$ cat src/sv/gtf_pkg.sv
package gtf_pkg;

    localparam int CHANNELS_BUILT = 32;
    localparam int STAGES       = 4;
    localparam int SLOTS_PER_CH = 2 + 3 * STAGES;
    localparam int CH_W         = $clog2(CHANNELS_BUILT);
    localparam int STAGE_W      = $clog2(STAGES);
    localparam int SLOT_W       = 4;
    localparam int CFG_W        = 7;
    localparam int CADDR_W      = CH_W + SLOT_W;
    localparam int SADDR_W      = CH_W + STAGE_W + 1;
    localparam int CDEPTH       = CHANNELS_BUILT * (2 ** SLOT_W);
    localparam int SDEPTH       = CHANNELS_BUILT * STAGES * 2;
    localparam int QDEPTH       = 2;
    localparam int QPTR_W       = 1;
    localparam int QCNT_W       = 2;
    localparam int PHASE_W      = 3;

    localparam logic [CFG_W-1:0] CFG_RESET = CFG_W'(32);

    localparam logic FUNC_LOAD   = 1'b0;
    localparam logic FUNC_SAMPLE = 1'b1;

    localparam logic [SLOT_W-1:0] SLOT_A1 = SLOT_W'(0);
    localparam logic [SLOT_W-1:0] SLOT_A2 = SLOT_W'(1);
    localparam logic [SLOT_W-1:0] SLOT_B0 = SLOT_W'(2);

    // phases of one section
    localparam logic [PHASE_W-1:0] PH_RD_B0  = 3'd0;
    localparam logic [PHASE_W-1:0] PH_MUL_B0 = 3'd1;
    localparam logic [PHASE_W-1:0] PH_MUL_B1 = 3'd2;
    localparam logic [PHASE_W-1:0] PH_MUL_B2 = 3'd3;
    localparam logic [PHASE_W-1:0] PH_MUL_A1 = 3'd4;
    localparam logic [PHASE_W-1:0] PH_MUL_A2 = 3'd5;
    localparam logic [PHASE_W-1:0] PH_WR_S0  = 3'd6;
    localparam logic [PHASE_W-1:0] PH_WR_S1  = 3'd7;

    typedef enum logic [2:0] {
        BK_IDLE,
        BK_CH_A1,
        BK_CH_A2,
        BK_STAGE,
        BK_EMIT
    } back_state_t;

    typedef struct packed {
        logic                func;
        logic [5:0]          coeff_channel;
        logic [3:0]          coeff_slot;
        logic signed [31:0]  coeff_value;
        logic signed [15:0]  sample;
    } in_item_t;

    typedef struct packed {
        logic [5:0]          channel;
        logic signed [23:0]  value;
        logic                last;
    } out_item_t;

    typedef struct packed {
        logic                is_load;
        logic [CH_W-1:0]     ch;
        logic [SLOT_W-1:0]   slot;
        logic signed [31:0]  value;
        logic signed [15:0]  sample;
        logic [CH_W-1:0]     last_ch;
    } cmd_t;

    typedef struct packed {
        logic valid;
        cmd_t cmd;
    } qhead_t;

    function automatic logic [SLOT_W-1:0] stage_slot(logic [STAGE_W-1:0] st, int k);
        stage_slot = SLOT_W'(int'(SLOT_B0) + 3 * int'(st) + k);
    endfunction

    function automatic logic signed [47:0] sat48(logic signed [53:0] v);
        if (v[53:47] == {7{v[53]}})
        begin
            sat48 = v[47:0];
        end
        else
        begin
            sat48 = v[53] ? {1'b1, 47'b0} : {1'b0, {47{1'b1}}};
        end
    endfunction

    function automatic logic signed [23:0] sat24(logic signed [31:0] v);
        if (v[31:23] == {9{v[31]}})
        begin
            sat24 = v[23:0];
        end
        else
        begin
            sat24 = v[31] ? {1'b1, 23'b0} : {1'b0, {23{1'b1}}};
        end
    endfunction

endpackage

$ cat src/sv/gtf_front.sv
module gtf_front (
    input  logic               clk,
    input  logic               rst_n,
    input  logic               in_valid,
    output logic               in_ready,
    input  gtf_pkg::in_item_t  in_data,
    input  logic               cfg_valid,
    output logic               cfg_ready,
    input  logic [gtf_pkg::CFG_W-1:0] cfg_data,
    output gtf_pkg::qhead_t    qhead,
    input  logic               pop
);

    logic [gtf_pkg::CFG_W-1:0]  cfg_reg;
    gtf_pkg::cmd_t              q_mem [gtf_pkg::QDEPTH];
    logic [gtf_pkg::QPTR_W-1:0] wptr_reg;
    logic [gtf_pkg::QPTR_W-1:0] rptr_reg;
    logic [gtf_pkg::QCNT_W-1:0] cnt_reg;
    logic [gtf_pkg::QCNT_W-1:0] cnt_next;
    logic [gtf_pkg::CFG_W-1:0]  n_eff;
    logic                       accept;
    logic                       push;
    logic                       do_pop;
    gtf_pkg::cmd_t              cmd;

    assign cfg_ready = 1'b1;
    assign in_ready  = (cnt_reg != gtf_pkg::QCNT_W'(gtf_pkg::QDEPTH));
    assign accept    = in_valid && in_ready;
    assign do_pop    = pop && (cnt_reg != '0);

    // clamp channel count, classify the item
    always_comb
    begin
        n_eff = (cfg_reg > gtf_pkg::CFG_W'(gtf_pkg::CHANNELS_BUILT))
              ? gtf_pkg::CFG_W'(gtf_pkg::CHANNELS_BUILT) : cfg_reg;
        cmd.is_load = (in_data.func == gtf_pkg::FUNC_LOAD);
        cmd.ch      = gtf_pkg::CH_W'(in_data.coeff_channel);
        cmd.slot    = in_data.coeff_slot;
        cmd.value   = in_data.coeff_value;
        cmd.sample  = in_data.sample;
        cmd.last_ch = gtf_pkg::CH_W'(n_eff - gtf_pkg::CFG_W'(1));
        if (in_data.func == gtf_pkg::FUNC_LOAD)
        begin
            push = accept
                && (7'(in_data.coeff_channel) < 7'(gtf_pkg::CHANNELS_BUILT))
                && (5'(in_data.coeff_slot) < 5'(gtf_pkg::SLOTS_PER_CH));
        end
        else
        begin
            push = accept && (n_eff != '0);
        end
        cnt_next = cnt_reg + gtf_pkg::QCNT_W'(push) - gtf_pkg::QCNT_W'(do_pop);
    end

    always_ff @(posedge clk or negedge rst_n)
    begin
        if (!rst_n)
        begin
            cfg_reg  <= gtf_pkg::CFG_RESET;
            wptr_reg <= '0;
            rptr_reg <= '0;
            cnt_reg  <= '0;
        end
        else
        begin
            if (cfg_valid)
            begin
                cfg_reg <= cfg_data;
            end
            if (push)
            begin
                wptr_reg <= wptr_reg + 1'b1;
            end
            if (do_pop)
            begin
                rptr_reg <= rptr_reg + 1'b1;
            end
            cnt_reg <= cnt_next;
        end
    end

    always_ff @(posedge clk)
    begin
        if (push)
        begin
            q_mem[wptr_reg] <= cmd;
        end
    end

    assign qhead.valid = (cnt_reg != '0);
    assign qhead.cmd   = q_mem[rptr_reg];

endmodule

$ cat config.mk
export PLATFORM = sky130hd
export DESIGN_NAME = gtf_front
export DESIGN_NICKNAME = d
export VERILOG_FILES = /design/src/sv/gtf_pkg.sv /design/src/sv/gtf_front.sv
export SDC_FILE = /design/constraint.sdc
export NUM_CORES = 1
export LEC_CHECK = 0
export BUFFER_PORTS_ARGS = -buffer_cell sky130_fd_sc_hd__buf_2
export CAP_MARGIN = 15
export CORE_ASPECT_RATIO = 1.5
export CORE_MARGIN = 5
export CORE_UTILIZATION = 56
export CTS_CLUSTER_SIZE = 25
export DETAILED_ROUTE_END_ITERATION = 12
export GPL_TIMING_DRIVEN = 0
export PLACE_DENSITY = 0.84
export SYNTH_ARGS = -nofsm -noshare
export SYNTH_HDL_FRONTEND = slang
export SYNTH_SLANG_ARGS = --single-unit
$ cat constraint.sdc
create_clock -name clk -period 10.7 [get_ports clk]
set_input_delay 0.535 -clock clk [delete_from_list [all_inputs] [get_ports clk]]
set_output_delay 0.535 -clock clk [all_outputs]
set_load 0.01 [all_outputs]
# Yosys cells after proc, flatten, opt, wreduce, memory -nomap -nowiden
# Memories as Yosys holds them, arrays and structs flattened.
# Index checks and enable logic that the tools add are counted.
totals:
  ff_bits: 11
  ramBits: 126
  n_memories: 1
memory_table:
  columns: ["name", "words", "word_bits", "rd", "rd_clocked_by_memory_dff", "wr", "line_no", "text"]
  rows:
  - ["q_mem", 2, 63, 1, 0, 1, "gtf_front.sv:15", "gtf_pkg::cmd_t q_mem [gtf_pkg::QDEPTH];"]
classes:
  add_sub_neg: 5
  n_lt_le_gt_ge: 3
  n_eq_ne: 1
  mux: 4
  n_bitwise: 1
  n_reduce_logical: 7
ops:
  columns: ["cell", "n"]
  rows:
  - ["7-bit by 6-bit > comparator with 1-bit output, second input constant", 1]
  - ["7-bit two-way mux", 1]
  - ["7-bit nonzero test", 1]
  - ["6-bit less-than comparator, second input constant", 1]
  - ["1-bit logical AND", 5]
  - ["5-bit by 1-bit subtractor with 5-bit output, second input constant", 1]
  - ["4-bit less-than comparator, second input constant", 1]
  - ["1-bit two-way mux", 3]
  - ["1-bit adder, second input constant", 2]
  - ["2-bit by 1-bit adder with 2-bit output", 1]
  - ["2-bit != test, second input constant", 1]
  - ["2-bit nonzero test", 1]
  - ["2-bit by 1-bit subtractor with 2-bit output", 1]
  - ["1-bit NOT", 1]

# Longest topological paths before layout
logic_depth:
  ltp_word: 7
  depth_mapped: 11
  ltp_nobuf: 11

# Worst setup path after synthesis
# No wires, ideal clock.
synth_path:
  path_kind: "flip-flop to flip-flop"
  startpoint: "register cfg_reg[6] in the netlist's numbering"
  endpoint: "memory q_mem[0][0] in the netlist's numbering (enable)"
  setup_ns: 0.492
  t_arrival_ns: 3.967
  required_time_ns: 10.208
  path_slack_ns: 6.241
  path_stages_with_launch: 7
  n_path_buf: 0
  period_less_slack_ns: 4.459
  path_cell_list: "dfrtp_1 > nor2_4 > nand2_1 > ha_1 > nand4_1 > o2111a_2 > nor2b_1"
synth_between:
  elab_chain_len: 7
synth_lines:
  columns: ["element", "line_no", "text"]
  rows:
  - ["from (decl)", "gtf_front.sv:14", "logic [gtf_pkg::CFG_W-1:0] cfg_reg;"]
  - ["from (signal assigned)", "gtf_front.sv:59", "cfg_reg <= gtf_pkg::CFG_RESET;"]
  - ["from (signal assigned)", "gtf_front.sv:68", "cfg_reg <= cfg_data;"]
  - ["7-bit by 6-bit > comparator with 1-bit output", "gtf_front.sv:34", "n_eff = (cfg_reg > gtf_pkg::CFG_W'(gtf_pkg::CHANNELS_BUILT))"]
  - ["7-bit two-way mux (*)", "gtf_front.sv:35", "? gtf_pkg::CFG_W'(gtf_pkg::CHANNELS_BUILT) : cfg_reg;"]
  - ["7-bit nonzero test (*)", "gtf_front.sv:50", "push = accept && (n_eff != '0);"]
  - ["1-bit logical AND (*)", "gtf_front.sv:50", null]
  - ["1-bit two-way mux (*)", "gtf_front.sv:42", "if (in_data.func == gtf_pkg::FUNC_LOAD)"]
  - ["1-bit two-way mux (*)", "gtf_front.sv:84", "if (push)"]
  - ["1-bit two-way mux (implied by the code) (*)", "gtf_front.sv:86", "q_mem[wptr_reg] <= cmd;"]
  - ["to (decl)", "gtf_front.sv:15", null]
# Mark *: on every way between the ends. The rest lies on a longest branch, timed or not.

# Final worst setup path
layout_path:
  startpoint: "register cfg_reg[6] in the netlist's numbering"
  endpoint: "memory q_mem[0][29] in the netlist's numbering (enable)"
# Same word-level chain as after synthesis.

==> flow_summary.json <==
{
  "worst_skew_pair.late_latency_ns": 0.41,
  "slowest_delay_ns": 0.62,
  "wl_mm": 9.26,
  "worstReg2RegEnd": "q_mem[0][29]$_DFFE_PP_",
  "timing.critical_path.slowest_stage_cell": "nor2b_4",
  "synth_nets": 326,
  "cts_sinks": 137,
  "r2r_cells": 7,
  "antenna_left": 0,
  "cp-startpoint": "cfg_reg[6]$_DFFE_PN0P_",
  "dpl_worst_slack_ns": 8.19,
  "path_depth": 7,
  "multi_input_area_um2": 1030,
  "synth_area_um2": 5180,
  "die_x_um": 88.5,
  "die_y_um": 128,
  "grt_overflow": 0,
  "critPathArrivalTime_ns": 2.61,
  "p_per_area_nw_per_um2": 263,
  "diodes": 0,
  "setup_ws_ns": 8.20,
  "ys_seq_area_frac": 0.784,
  "fin_cells": 532,
  "detailroute.wirelength.met2_mm": 5.16,
  "numCtsBuffers": 17,
  "cts-htree-levels": 4,
  "setup_viol": 0,
  "finalHoldViolCount": 0,
  "synth.area.top_cells": "edfxtp_1 (73%), mux2_2 (15%), dfrtp_1 (4.8%), buf_6 (1.3%), ha_1 (0.97%)",
  "dp_cells": 499,
  "synth_ff_type": "edfxtp_1",
  "netlist.area_leader.share": 0.731,
  "finalPower_mw": 1.75,
  "wl_per_cell_um": 17.4,
  "die_area_um2": 11300,
  "async_flop_share": 0.0803,
  "fin_skew_ns": 0.00854,
  "wl_met3_um": 596,
  "rows": 43,
  "path_cells": "nor2_4 -> nand2_1 -> ha_1 -> nand4_1 -> o2111a_2 -> nor2b_4 -> buf_12",
  "postSynthCellCount": 251,
  "synth_cell_type_count": 27,
  "grtUsageTotal": 0.174,
  "routed.top_layer": "met4",
  "hold_class": "primary input to flip-flop",
  "drt_iter0_markers": 100,
  "grt_max_degree": 64,
  "postCtsResizedCells": 0,
  "cp.buffers_inverters": 1,
  "vias": 2676,
  "grt_pass1_wl_mm": 14.3,
  "io_pins": 137,
  "wl_met1_mm": 3.29,
  "fillers": 587,
  "path_max_fanout": 25,
  "fmax_mhz": 399,
  "clkTransAtPathRegs_ns": 0.06,
  "startpoint_type": "flip-flop",
  "outcome": "finished, final reports clean",
  "cp_data_required_time_ns": 10.81,
  "slew_headroom": 0.444,
  "post-route-drc-count": 0,
  "clockBufferDepth": 2,
  "yosys.area.top_type": "edfxtp_1",
  "gp_congestion": 0.750,
  "dpl.hpwl_mm": 6.47,
  "whs_ns": 0.316,
  "viasPerCell": 5.03,
  "critPathTopFamily": "simple AND/OR/NAND/NOR gates",
  "dr.pass1.iters": 4,
  "clockRootBuffer": "clkbuf_16",
  "area_delta_synth_final_pct": 28.1,
  "core_um2": 9150,
  "leakagePower_nw": 2.52,
  "r2r_slack_ns": 8.20,
  "antenna_found_initial": 0,
  "seqCellArea_um2": 4060,
  "initial_core_util": 0.566,
  "largest_reg_flops": 126,
  "crit_path_end_kind": "flip-flop",
  "rsz0062_at_grt": "no",
  "finalSetupTns_ns": 0,
  "synth_edf_count": 126,
  "vdd.ir_drop.worst_v": 0.000176,
  "fin_crit_sh": 0.234,
  "drive_above_1_share": 0.602,
  "worst_slew_pin_slew_ns": 0.834,
  "portBuffers": 134,
  "slew_violations": 0,
  "ys.warnings.count": 0,
  "cts_tree": "done",
  "r2r_start": "cfg_reg[6]$_DFFE_PN0P_",
  "crit_end": "q_mem[0][29]$_DFFE_PP_",
  "nNetsFinal": 482,
  "drv_cap": 0,
  "grt_pass1_vias": 2965,
  "final.min_clock_period_ns": 2.50,
  "avgSynthCellArea_um2": 20.6,
  "synth-seq-cells": 137,
  "worstSetupPathType": "flip-flop to flip-flop"
}
-- routing by layer --
metal  track usage  vias up
met2         0.306       78
met4        0.0934        0
li1              -     1285
met3        0.0553       21
met1         0.178     1292
met5             0        -
-- area by class of cell --
class                      instances  area share
buffer                             9      0.0132
clock buffer                      17      0.0641
clock inverter                    15      0.0228
inverter                           4     0.00226
multi-input combinational        101       0.155
sequential                       137       0.612
tap                              112      0.0211
timing repair buffer             137       0.110
-- cells in the final DEF, fill, tap and decap left out, types with 2 or more instances in the layout --
cell,instances
a21oi_1,2
buf_2,135
buf_4,2
buf_6,6
bufinv_16,2
clkbuf_16,17
clkinv_2,4
clkinvlp_4,6
dfrtp_1,10
edfxtp_1,126
ha_1,4
inv_1,4
inv_6,2
mux2_2,70
nand2_1,4
xnor2_1,4
xor2_1,2
-- Yosys cell counts (all sizes together) (2+ instances only) --
library cell / n
edfxtp: 126
mux2: 70
dfrtp: 10
buf: 9
ha: 4
inv: 4
nand2: 4
xnor2: 4
a21oi: 2
and2: 2
nor2: 2
nor3: 2
xor2: 2
-- per-stage QoR --
step | util | area [um2]
floorplan | - | 5180
CTS | 0.725 | 6630
detailed placement | 0.661 | 6050
global route | 0.725 | 6630
global placement | 0.655 | 5990
finish | 0.725 | 6630
-- repair_timing --
action,4_1_cts,5_1_grt
hold endpoints to repair,10,0
hold buffers,1,0
setup buffers,0,0
-- worst min path at each step --
| stage | from | to | cells past startpoint |
|---|---|---|---|
| final | in_data[35] | q_mem[1][40]$_DFFE_PP_ | 1 |
| after global routing | in_data[54] | q_mem[0][59]$_DFFE_PP_ | 1 |
| after CTS | in_data[39] | q_mem[1][44]$_DFFE_PP_ | 1 |
| after detailed placement | rst_n | cfg_reg[6]$_DFFE_PN0P_ | 1 |
| after global placement | rst_n | cfg_reg[6]$_DFFE_PN0P_ | 1 |
| after floorplan | rst_n | cfg_reg[0]$_DFFE_PN0P_ | 0 |
-- logic make-up (layout without fill, tap and decap cells) --
group / Yosys count / in the layout / share of synthesized area
xor gates and xnor gates: 6 / 6 / 0.0101
DFF: 137 / 137 / 0.784
and+or+nand+nor: 15 / 15 / 0.0169
buffers and inverters: 13 / 182 / 0.0198
adders and majority gates: 4 / 4 / 0.00966
muxes: 70 / 70 / 0.152
other: 1 / 1 / 0.000724
AOI/OAI and AO/OA: 5 / 5 / 0.00652
-- power breakdown --
group          switching, mW  total (mW)  internal [mW]  leakage (nW)
clock                  0.213       0.555          0.342         0.267
combinational          0.240       0.471          0.231         0.975
sequential            0.0248       0.719          0.695          1.28
Power figures use the tool's default switching activity.
